## config.mk

```make
export PLATFORM = sky130hd
export DESIGN_NAME = tip_history_ring_matcher
export DESIGN_NICKNAME = d
export VERILOG_FILES = /design/src/sv/thrm_pkg.sv /design/src/sv/thrm_ring.sv /design/src/sv/tip_history_ring_matcher.sv
export SDC_FILE = /design/constraint.sdc
export NUM_CORES = 2
export LEC_CHECK = 0
export BUFFER_PORTS_ARGS = -buffer_cell sky130_fd_sc_hd__buf_2
export CORE_MARGIN = 1.5
export CORE_UTILIZATION = 30
export DETAILED_ROUTE_END_ITERATION = 7
export GPL_ROUTABILITY_DRIVEN = 0
export SLEW_MARGIN = 20
export SYNTH_ARGS = -nofsm -noshare
export SYNTH_HDL_FRONTEND = slang
export SYNTH_SLANG_ARGS = --single-unit
```

## constraint.sdc

```tcl
create_clock -name i_clk -period 32.6 [get_ports i_clk]
set_clock_uncertainty 0.2 [all_clocks]
set_input_delay 6.52 -clock i_clk [delete_from_list [all_inputs] [get_ports i_clk]]
set_output_delay 6.52 -clock i_clk [all_outputs]
set_load 0.05 [all_outputs]
```

## src/sv/thrm_pkg.sv

```systemverilog
// ----------------------------------------------------------------------------
// thrm_pkg
// Shared types and constants for the tip history ring matcher: field widths,
// result codes, register map and the sequencer state type.
// ----------------------------------------------------------------------------
package thrm_pkg;

    localparam int HASH_W   = 256;
    localparam int WORD_W   = 64;
    localparam int DIFF_W   = 32;
    localparam int TIME_W   = 32;
    localparam int APB_AW   = 3;
    localparam int APB_DW   = 32;
    localparam int CNT_OUT_W = 4;

    // Function codes
    localparam logic FUNC_PUSH  = 1'b0;
    localparam logic FUNC_QUERY = 1'b1;

    // Register map (word index taken from paddr[2])
    localparam logic REG_TIME_SKEW = 1'b0;
    localparam logic [TIME_W-1:0] SKEW_RESET = 32'd7200;

    // Relation codes
    localparam logic [1:0] REL_NONE   = 2'd0;
    localparam logic [1:0] REL_SAME   = 2'd1;
    localparam logic [1:0] REL_BEHIND = 2'd2;
    localparam logic [1:0] REL_AHEAD  = 2'd3;

    // Verdict codes
    localparam logic [1:0] VER_OK          = 2'd0;
    localparam logic [1:0] VER_BITS_DIFFER = 2'd1;
    localparam logic [1:0] VER_TIME_AHEAD  = 2'd2;
    localparam logic [1:0] VER_TIME_BEHIND = 2'd3;

    typedef enum logic [1:0] {
        S_IDLE,
        S_PUSH,
        S_WALK,
        S_DONE
    } t_state;

    // Memory port strobes from the sequencer to the ring store
    typedef struct packed {
        logic wr_en;
        logic rd_en;
    } t_ring_ctl;

endpackage

```

## src/sv/thrm_ring.sv

```systemverilog
// ----------------------------------------------------------------------------
// thrm_ring
// Ring store: one memory of 256-bit hashes and one of difficulty/timestamp
// pairs, both with a registered read. The read hash is compared against the
// key held by the sequencer.
// ----------------------------------------------------------------------------
module thrm_ring
    import thrm_pkg::*;
#(
    parameter int RING_DEPTH = 8,
    localparam int SW = $clog2(RING_DEPTH)
) (
    input  logic              i_clk,
    input  t_ring_ctl         i_ctl,
    input  logic [SW-1:0]     i_wr_slot,
    input  logic [HASH_W-1:0] i_wr_hash,
    input  logic [DIFF_W-1:0] i_wr_bits,
    input  logic [TIME_W-1:0] i_wr_time,
    input  logic [SW-1:0]     i_rd_slot,
    input  logic [HASH_W-1:0] i_key,
    output logic              o_hit,
    output logic [DIFF_W-1:0] o_rd_bits,
    output logic [TIME_W-1:0] o_rd_time
);

    logic [HASH_W-1:0]        mem_hash [RING_DEPTH];
    logic [DIFF_W+TIME_W-1:0] mem_info [RING_DEPTH];

    logic [HASH_W-1:0]        r_rd_hash;
    logic [DIFF_W+TIME_W-1:0] r_rd_info;

    // Write the entry
    always_ff @(posedge i_clk) begin
        if (i_ctl.wr_en) begin
            mem_hash[i_wr_slot] <= i_wr_hash;
            mem_info[i_wr_slot] <= {i_wr_bits, i_wr_time};
        end
    end

    // Read one entry, data registered
    always_ff @(posedge i_clk) begin
        if (i_ctl.rd_en) begin
            r_rd_hash <= mem_hash[i_rd_slot];
            r_rd_info <= mem_info[i_rd_slot];
        end
    end

    // Compare against the key
    assign o_hit     = (r_rd_hash == i_key);
    assign o_rd_bits = r_rd_info[DIFF_W+TIME_W-1:TIME_W];
    assign o_rd_time = r_rd_info[TIME_W-1:0];

endmodule

```

## src/sv/tip_history_ring_matcher.sv

```systemverilog
// ----------------------------------------------------------------------------
// tip_history_ring_matcher
// Ring of recent tip hashes with difficulty and timestamp; stores pushes,
// classifies queries against it and reports the newest tip on every result.
// ----------------------------------------------------------------------------
// One item at a time: busy stays high from the transfer until the result
// strobe has been shown. A push goes through S_PUSH and then S_DONE; a query
// on an empty ring goes straight to S_DONE. A query walks the ring from the
// newest entry back through the single read port of the ring memory, one
// entry per cycle with the compare in the cycle after the read, and compares
// at most RING_DEPTH entries. Each result is shown on o_valid for exactly one
// cycle and cannot be held off.
// Configuration writes are only to be made while busy is low.
module tip_history_ring_matcher
    import thrm_pkg::*;
#(
    parameter int RING_DEPTH = 8
) (
    input  logic              i_clk,
    input  logic              i_rst_n,
    // Configuration port
    input  logic              psel,
    input  logic              penable,
    input  logic              pwrite,
    input  logic [APB_AW-1:0] paddr,
    input  logic [APB_DW-1:0] pwdata,
    output logic [APB_DW-1:0] prdata,
    output logic              pready,
    // Command
    input  logic              start,
    output logic              busy,
    input  logic              i_func,
    input  logic [WORD_W-1:0] i_tip_word0,
    input  logic [WORD_W-1:0] i_tip_word1,
    input  logic [WORD_W-1:0] i_tip_word2,
    input  logic [WORD_W-1:0] i_tip_word3,
    input  logic [DIFF_W-1:0] i_difficulty_bits,
    input  logic [TIME_W-1:0] i_timestamp,
    // Result
    output logic              o_valid,
    output logic [1:0]        o_relation,
    output logic [1:0]        o_verdict,
    output logic              o_has_local,
    output logic [CNT_OUT_W-1:0] o_stored_count,
    output logic [WORD_W-1:0] o_newest_word0,
    output logic [WORD_W-1:0] o_newest_word1,
    output logic [WORD_W-1:0] o_newest_word2,
    output logic [WORD_W-1:0] o_newest_word3
);

    localparam int SW = $clog2(RING_DEPTH);
    localparam int CW = $clog2(RING_DEPTH + 1);

    t_state r_state, n_state;

    logic [TIME_W-1:0] r_skew;
    logic [HASH_W-1:0] r_hash;
    logic [DIFF_W-1:0] r_bits;
    logic [TIME_W-1:0] r_time;
    logic [HASH_W-1:0] r_newest;
    logic [SW-1:0]     r_newest_slot;
    logic [CW-1:0]     r_count;
    logic [CW-1:0]     r_k;
    logic              r_pend;
    logic              r_pend_first;
    logic [1:0]        r_rel;
    logic [1:0]        r_ver;

    logic              accept;
    logic              cfg_wr;
    t_ring_ctl         ring_ctl;
    logic [SW-1:0]     wr_slot;
    logic [SW-1:0]     rd_slot;
    logic [SW-1:0]     k_slot;
    logic              ring_hit;
    logic [DIFF_W-1:0] rd_bits;
    logic [TIME_W-1:0] rd_time;
    logic              dup_push;
    logic              walk_hit;
    logic              walk_last;
    logic [TIME_W:0]   lim_hi;
    logic [TIME_W:0]   lim_lo;
    logic [1:0]        verdict;

    // Configuration port
    assign pready = 1'b1;
    assign cfg_wr = psel && penable && pwrite && pready;
    assign prdata = (paddr[2] == REG_TIME_SKEW) ? r_skew : '0;

    always_ff @(posedge i_clk) begin
        if (!i_rst_n) begin
            r_skew <= SKEW_RESET;
        end else if (cfg_wr && paddr[2] == REG_TIME_SKEW) begin
            r_skew <= pwdata;
        end
    end

    assign accept = start && !busy;

    // Push: drop a duplicate of the newest tip, else advance the slot
    assign dup_push = (r_count != '0) && (r_hash == r_newest);
    always_comb begin
        if (r_count == '0) begin
            wr_slot = '0;
        end else if (r_newest_slot == SW'(RING_DEPTH - 1)) begin
            wr_slot = '0;
        end else begin
            wr_slot = r_newest_slot + 1'b1;
        end
    end

    // Walk: read slot newest - k, wrapping round the ring
    assign k_slot = r_k[SW-1:0];
    always_comb begin
        if (r_newest_slot >= k_slot) begin
            rd_slot = r_newest_slot - k_slot;
        end else begin
            rd_slot = r_newest_slot - k_slot + SW'(RING_DEPTH);
        end
    end

    assign walk_hit  = r_pend && ring_hit;
    assign walk_last = r_pend && !ring_hit && (r_k >= r_count);

    // Check difficulty and time against the newest entry at 33 bits
    assign lim_hi = {1'b0, rd_time} + {1'b0, r_skew};
    assign lim_lo = {1'b0, r_time} + {1'b0, r_skew};
    always_comb begin
        priority if (r_bits != rd_bits) begin
            verdict = VER_BITS_DIFFER;
        end else if ({1'b0, r_time} > lim_hi) begin
            verdict = VER_TIME_AHEAD;
        end else if ({1'b0, rd_time} > lim_lo) begin
            verdict = VER_TIME_BEHIND;
        end else begin
            verdict = VER_OK;
        end
    end

    // Next state
    always_comb begin
        n_state = r_state;
        unique case (r_state)
            S_IDLE: begin
                if (accept) begin
                    if (i_func == FUNC_PUSH) begin
                        n_state = S_PUSH;
                    end else if (r_count == '0) begin
                        n_state = S_DONE;
                    end else begin
                        n_state = S_WALK;
                    end
                end
            end
            S_PUSH: n_state = S_DONE;
            S_WALK: begin
                if (walk_hit || walk_last) begin
                    n_state = S_DONE;
                end
            end
            S_DONE: n_state = S_IDLE;
            default: n_state = S_IDLE;
        endcase
    end

    // Outputs of the sequencer
    always_comb begin
        ring_ctl = '0;
        busy     = 1'b1;
        o_valid  = 1'b0;
        unique case (r_state)
            S_IDLE: busy = 1'b0;
            S_PUSH: ring_ctl.wr_en = !dup_push;
            S_WALK: ring_ctl.rd_en = (r_k < r_count);
            S_DONE: o_valid = 1'b1;
            default: busy = 1'b1;
        endcase
    end

    always_ff @(posedge i_clk) begin
        if (!i_rst_n) begin
            r_state <= S_IDLE;
        end else begin
            r_state <= n_state;
        end
    end

    // Hold the item on transfer
    always_ff @(posedge i_clk) begin
        if (accept) begin
            r_hash <= {i_tip_word0, i_tip_word1, i_tip_word2, i_tip_word3};
            r_bits <= i_difficulty_bits;
            r_time <= i_timestamp;
        end
    end

    // Ring pointer and fill count
    always_ff @(posedge i_clk) begin
        if (!i_rst_n) begin
            r_newest_slot <= '0;
            r_count       <= '0;
        end else if (ring_ctl.wr_en) begin
            r_newest_slot <= wr_slot;
            if (r_count != CW'(RING_DEPTH)) begin
                r_count <= r_count + 1'b1;
            end
        end
    end

    // Copy of the newest hash for the result
    always_ff @(posedge i_clk) begin
        if (ring_ctl.wr_en) begin
            r_newest <= r_hash;
        end
    end

    // Walk counters
    always_ff @(posedge i_clk) begin
        if (!i_rst_n) begin
            r_k          <= '0;
            r_pend       <= 1'b0;
            r_pend_first <= 1'b0;
        end else if (accept) begin
            r_k          <= '0;
            r_pend       <= 1'b0;
            r_pend_first <= 1'b0;
        end else if (r_state == S_WALK) begin
            r_pend       <= ring_ctl.rd_en;
            r_pend_first <= (r_k == '0);
            if (ring_ctl.rd_en) begin
                r_k <= r_k + 1'b1;
            end
        end
    end

    // Relation and verdict
    always_ff @(posedge i_clk) begin
        if (!i_rst_n) begin
            r_rel <= REL_NONE;
            r_ver <= VER_OK;
        end else if (accept) begin
            r_rel <= REL_NONE;
            r_ver <= VER_OK;
        end else if (r_state == S_WALK) begin
            if (r_pend && r_pend_first) begin
                r_ver <= verdict;
            end
            if (walk_hit) begin
                r_rel <= r_pend_first ? REL_SAME : REL_BEHIND;
            end else if (walk_last) begin
                r_rel <= REL_AHEAD;
            end
        end
    end

    thrm_ring #(
        .RING_DEPTH (RING_DEPTH)
    ) u_ring (
        .i_clk     (i_clk),
        .i_ctl     (ring_ctl),
        .i_wr_slot (wr_slot),
        .i_wr_hash (r_hash),
        .i_wr_bits (r_bits),
        .i_wr_time (r_time),
        .i_rd_slot (rd_slot),
        .i_key     (r_hash),
        .o_hit     (ring_hit),
        .o_rd_bits (rd_bits),
        .o_rd_time (rd_time)
    );

    // Result fields
    assign o_relation     = r_rel;
    assign o_verdict      = r_ver;
    assign o_has_local    = (r_count != '0);
    assign o_stored_count = CNT_OUT_W'(r_count);
    assign o_newest_word0 = o_has_local ? r_newest[4*WORD_W-1:3*WORD_W] : '0;
    assign o_newest_word1 = o_has_local ? r_newest[3*WORD_W-1:2*WORD_W] : '0;
    assign o_newest_word2 = o_has_local ? r_newest[2*WORD_W-1:WORD_W]   : '0;
    assign o_newest_word3 = o_has_local ? r_newest[WORD_W-1:0]          : '0;

`ifndef SYNTHESIS
    a_count_bound: assert property (@(posedge i_clk) disable iff (!i_rst_n)
        r_count <= CW'(RING_DEPTH))
        else $error("entry count beyond ring depth");

    a_one_strobe: assert property (@(posedge i_clk) disable iff (!i_rst_n)
        o_valid |=> !o_valid)
        else $error("result strobe longer than one cycle");

    a_busy_after_start: assert property (@(posedge i_clk) disable iff (!i_rst_n)
        (start && !busy) |=> busy)
        else $error("transfer did not raise busy");

    a_no_read_on_write: assert property (@(posedge i_clk) disable iff (!i_rst_n)
        !(ring_ctl.wr_en && ring_ctl.rd_en))
        else $error("ring read and write in the same cycle");
`endif

endmodule
```

After elaboration in Yosys (flattened, before gate mapping)
Memories as Yosys holds them, arrays and structs flattened. A register that Yosys moved wholly into a read port is not among the register bits.
Cells that the tools add are included.
Operators by class
  $add $sub $neg: 6
  multiply operators: 0
  div/mod/pow operators: 0
  order comparisons: 4
  equal/unequal tests: 10
  shifts and indexed selects: 0
  muxes and demuxes: 24
  bitwise gates (word level): 2
  reductions and logical operators: 23
Operator list (number)
  == test 256 bit: 2
  2-to-1 mux 64 bit: 4
  adder 32 x 32 -> 33 bit: 2
  greater-than comparator 32 x 33 -> 1 bit: 2
  2-to-1 mux 32 bit: 1
  inequality test 32 bit: 1
  2-to-1 mux 2 bit: 9
  AND reduction 2 bit: 5
  logical AND 1 bit: 9
  adder 4 x 1 -> 4 bit (second input constant): 2
  logical NOT 4 bit: 2
  one-hot mux 2 bit (4 select lines): 1
  2-to-1 mux 1 bit: 7
  2-to-1 mux 3 bit: 2
  == test 2 bit (second input constant): 2
  >= comparator 4 bit: 1
  < comparator 4 bit: 1
  inequality test 2 bit (second input constant): 2
  inequality test 4 bit (second input constant): 1
  nonzero test 4 bit: 1
  adder 3 x 1 -> 3 bit (second input constant): 1
  == test 3 bit (second input constant): 1
  subtractor 3 bit: 1
  == test 2 x 1 -> 1 bit (second input constant): 1
  other kinds (6): 8
Word-level totals
  bits in registers: 627
  bits in latches: 0
  bits in writable memories: 2560
  memory bits (read-only): 0
  input bits: 362
  output and inout port bits: 300
  word-level logic and storage cells: 84
  memories kept: 2
Memory list
  u_ring.mem_hash: words 8, width 256, read ports 1, clocked after memory_dff 1, wr ports 1, line thrm_ring.sv:26  | logic [HASH_W-1:0] mem_hash [RING_DEPTH];
  u_ring.mem_info: words 8, width 64, read ports 1, clocked after memory_dff 1, wr ports 1, line thrm_ring.sv:27  | logic [DIFF_W+TIME_W-1:0] mem_info [RING_DEPTH];

Depth between registers and ports, before layout
  word-level depth: 7
  gate-level depth with buffers: 23
  depth with buffers taken out: 23

Hierarchy
From an unflattened synthesis, not the netlist that was laid out.
Second synthesis, totals
  cells, all modules: 6593
  area, all modules: 137829.7 µm²
Modules (own cells, without submodules)
  thrm_ring: instances 1, cells an instance 4372, area each 108511.6 µm², sequential area each 86482.9 µm²
  tip_history_ring_matcher: instances 1, cells an instance 2221, area each 29318.1 µm², sequential area each 18317.6 µm²

Least setup slack after synthesis
OpenSTA, ideal clock, no wires.
  path type: reg2reg
  start: register r_count[0] (netlist: o_stored_count[0])
  end: memory u_ring.mem_hash[1][0] (enable)
  library setup time: 1.783 ns
  arrival time: 32.062 ns
  data required time: 30.616 ns
  setup slack: -1.445 ns
  cell stages (with the launch flop): 10
  path buffers: 1
  clock period less this slack: 34.045 ns
  cells stage by stage: dfxtp_1 > inv_1 > ha_1 > and3_1 > clkbuf_1 > nor4_1 > nand4_1 > o41ai_4 > or3_2 > nor4_1
On the way
  word-level cells in the longest chain between the ends: 6
  elaborated cells on any way between the ends: 8
  those cells by class: 4 x mux; 4 x reduce/logical
Ends and longest elaborated chain
  start, declared: line tip_history_ring_matcher.sv:62  | logic [CW-1:0] r_count;
  start signal, assigned: line tip_history_ring_matcher.sv:205  | r_count <= r_count + 1'b1;
  nonzero test 4 bit: line tip_history_ring_matcher.sv:101  | assign dup_push = (r_count != '0) && (r_hash == r_newest);
  logical AND 1 bit: line tip_history_ring_matcher.sv:101
  logical NOT 1 bit: line tip_history_ring_matcher.sv:173  | S_PUSH: ring_ctl.wr_en = !dup_push;
  2-to-1 mux 1 bit: line tip_history_ring_matcher.sv:171  | unique case (r_state)
  2-to-1 mux 1 bit: line thrm_ring.sv:34  | if (i_ctl.wr_en) begin
  2-to-1 mux 1 bit (not written as such): line thrm_ring.sv:35  | mem_hash[i_wr_slot] <= i_wr_hash;
  end, declared: line thrm_ring.sv:26
Parallel ways exist; a longest one is shown, timed or not.

Final worst setup path
  start: input port paddr[2]
  end: output port prdata[18]
On the way
  word-level cells in the longest chain between the ends: 1
Ends and longest elaborated chain
  start, declared: line tip_history_ring_matcher.sv:25  | input logic [APB_AW-1:0] paddr,
  2-to-1 mux 32 bit: line tip_history_ring_matcher.sv:88  | assign prdata = (paddr[2] == REG_TIME_SKEW) ? r_skew : '0;
  end, declared: line tip_history_ring_matcher.sv:27  | output logic [APB_DW-1:0] prdata,
No other way between the ends.

==> reports/metrics.cfg <==
[status]
status = finished, final reports clean

[timing]
finalHoldViolCount = 0
setup_tns_ps = 0
fin_crit_ps = 14040
slew_violations = 0
rsz0062_at_grt = no
relSlewSlack_pct = 12.3
layout_setup_ws_ps = 18560
worstMarginPinSlew_ps = 1310
setup_viol_count_final = 0
fmax_mhz = 71.2
fin_crit_sh_pct = 43.1

[clock_network]
htreeDepth = 5
clock_sinks = 3507
cts_tree = yes
clockBufferDepth = 4
post-cts-setup-buffers = 0
hold_buffers = 0
path_clk_slew_ps = 60
cts_root_buffer = clkbuf_16
cts_resized = 0
numCtsBuffers = 361
clkLatencyLatePin_ps = 990

[route]
post_drt_wl_per_cell_um = 29.9
drtPass1Iterations = 5
drcViolationCount = 0
drt_iter0_drc = 7636
avgViaCountPerCell = 4.93
vias = 68700
antenna_left = 0
routed_wl_um = 417000

[floorplan]
start_util_pct = 30.1
core_um2 = 456000
die_x_um = 679
die_h_um = 679
ios = 662
dieArea_um2 = 461000
row_count = 248

[setup_path]
critPathTopFamily = buffers and inverters
cpMostUsedCell = buf_2
critical_path_buf_inv_count = 2
r2r-end = u_ring.mem_hash[7][168]
worstSetupPathType = in2out
rr_worst_depth = 13
required_ps = 25880
r2r-start = r_hash[146]
rrSetupSlack_ps = 24910
cp_slowest_stage_delay_ps = 450
worstSetupEndpointType = output port
path_max_fanout = 34
crit_chain = buf_2 -> nor2b_1 -> buf_2
crit_arrival_ps = 7320
start_kind = primary input
slowest_stage = buf_2

[min_path]
min_from = r_newest_slot[2]
hold_class = reg2reg
hold_path_depth = 2
hold_end = r_newest_slot[2]

[logic_synthesis]
syn_nets = 7050
synth.area.top_cells = edfxtp_1 (76%), mux4_2 (11%), mux2_2 (2.6%)
synth_ff_type = edfxtp_1
async_flop_share_pct = 0
synth.most_common_cell = edfxtp_1
syn_inst = 6541
synth_area_um2 = 137000
yosysWarnings = 0
synth_top_area_share_pct = 75.7
ys_types = 68
synth_seq_cells = 3507
seq_area_frac_synth_pct = 76.5
yosys.area.top_type = edfxtp_1
synth_common_cells = edfxtp_1 (3,456), mux4_2 (640), mux2_2 (320)
synth-edff-count = 3456
syn_area_per_cell_um2 = 21.0

[layout]
layout.nets = 8066
syn_to_final_growth_pct = 17.7
fillCellCount = 42100
drive_above_1_share_pct = 30.9

[global_routing]
track_usage_pct = 17.5
antenna_found_initial = 60
grt_pass1_wl_um = 565000
grt_max_degree = 135
grt_pass1_vias = 68600
grt_overflow = 0

[job]
maxCapViolations = 0

[power_and_ir_drop]
ir_worst_vdd_v = 0.0000621
p_per_area_nw_per_um2 = 81.6
p_leak_nw = 52.6
power_w = 0.0132

[place]
numPortBuffers = 658
place_ws_ps = 18570
hpwl_um = 279000

per-stage QoR:
step / util (%) / cells / hold slack [ps] / instance area (um^2)
after global routing: 35.4 / 13900 / 337 / 161000
final: 35.4 / 13900 / 313 / 161000
after CTS: 35.4 / 13900 / 312 / 161000
after floorplan: - / 6541 / 261 / 137000
after detailed placement: 32.7 / 13200 / 306 / 149000
after global placement: 32.7 / 13200 / 296 / 149000
tightest hold or removal path, cell delays in order (launching register included):
cell and delay, ps:
dfxtp_1 350, nand2_1 70, a21oi_1 50
cell families after synthesis:
logic type,count (synthesis),share of synthesized area [%]
buffers and inverters,294,0.808
AND/OR/NAND/NOR,758,3.10
adder cells (fa/ha/maj),147,1.36
other,1,0.00274
AO/OA/AOI/OAI,292,1.39
XOR/XNOR,578,3.69
flip-flops,3507,76.5
multiplexers,964,13.2
state kept, by name, summed over array words and instances (netlist names):
| name | flops |
|---|---|
| r_time | 32 |
| r_skew | 32 |
| r_bits | 32 |
| o_stored_count | 4 |
| u_ring.mem_info | 512 |
| u_ring.r_rd_info | 64 |
| r_newest | 256 |
| u_ring.mem_hash | 2048 |
| r_k | 4 |
| o_verdict | 2 |
| r_pend_first | 1 |
| r_newest_slot | 3 |
| o_relation | 2 |
| r_state | 2 |
| r_pend | 1 |
| u_ring.r_rd_hash | 256 |
| r_hash | 256 |
power by group:
part           total, W  switching, W  internal, W  leakage, nW
registers       0.00612      0.000418      0.00571         31.8
clock network   0.00418       0.00181      0.00238         5.80
logic           0.00286       0.00188     0.000981         15.0
metal layers:
metal	GRT usage [%]	share of wire, %
met1	22.2	39
met2	29.2	50
met3	3.04	6.5
met4	8.20	4.8
met5	0	0.026
worst max-delay path by stage:
stage	cells past startpoint	startpoint	slack, ps	endpoint
2_1_floorplan	10	o_stored_count[0]	7450	u_ring.mem_hash[2][0]
3_3_place_gp	3	paddr[2]	18600	prdata[8]
3_5_place_dp	3	paddr[2]	18570	prdata[18]
4_1_cts	3	paddr[2]	18570	prdata[18]
5_1_grt	3	paddr[2]	18480	prdata[27]
6_report	3	paddr[2]	18560	prdata[18]
cell type report:
cell class / count / area [um^2] / share of cell area [%]
Timing Repair Buffer: 882 / 5130 / 3.18
Antenna cell: 79 / 198 / 0.123
Clock inverter: 223 / 2470 / 1.53
Multi-Input combinational cell: 2740 / 31500 / 19.5
Clock buffer: 443 / 9480 / 5.87
Inverter: 65 / 259 / 0.160
Tap cell: 6000 / 7510 / 4.65
Sequential cell: 3507 / 105000 / 64.9
cells in the final DEF (no fill, tap or decap), drive strengths merged, types with 49 or more instances in the layout:
cell	n
xor2	267
clkbuf	443
nand4	107
a21o	49
mux4	640
diode	79
and2	245
nand2	110
buf	882
nor2	77
clkinv	152
mux2	320
nor4	86
inv	88
dfxtp	51
edfxtp	3456
ha	144
a21oi	111
xnor2	311
(Power assumes the default switching activity.)
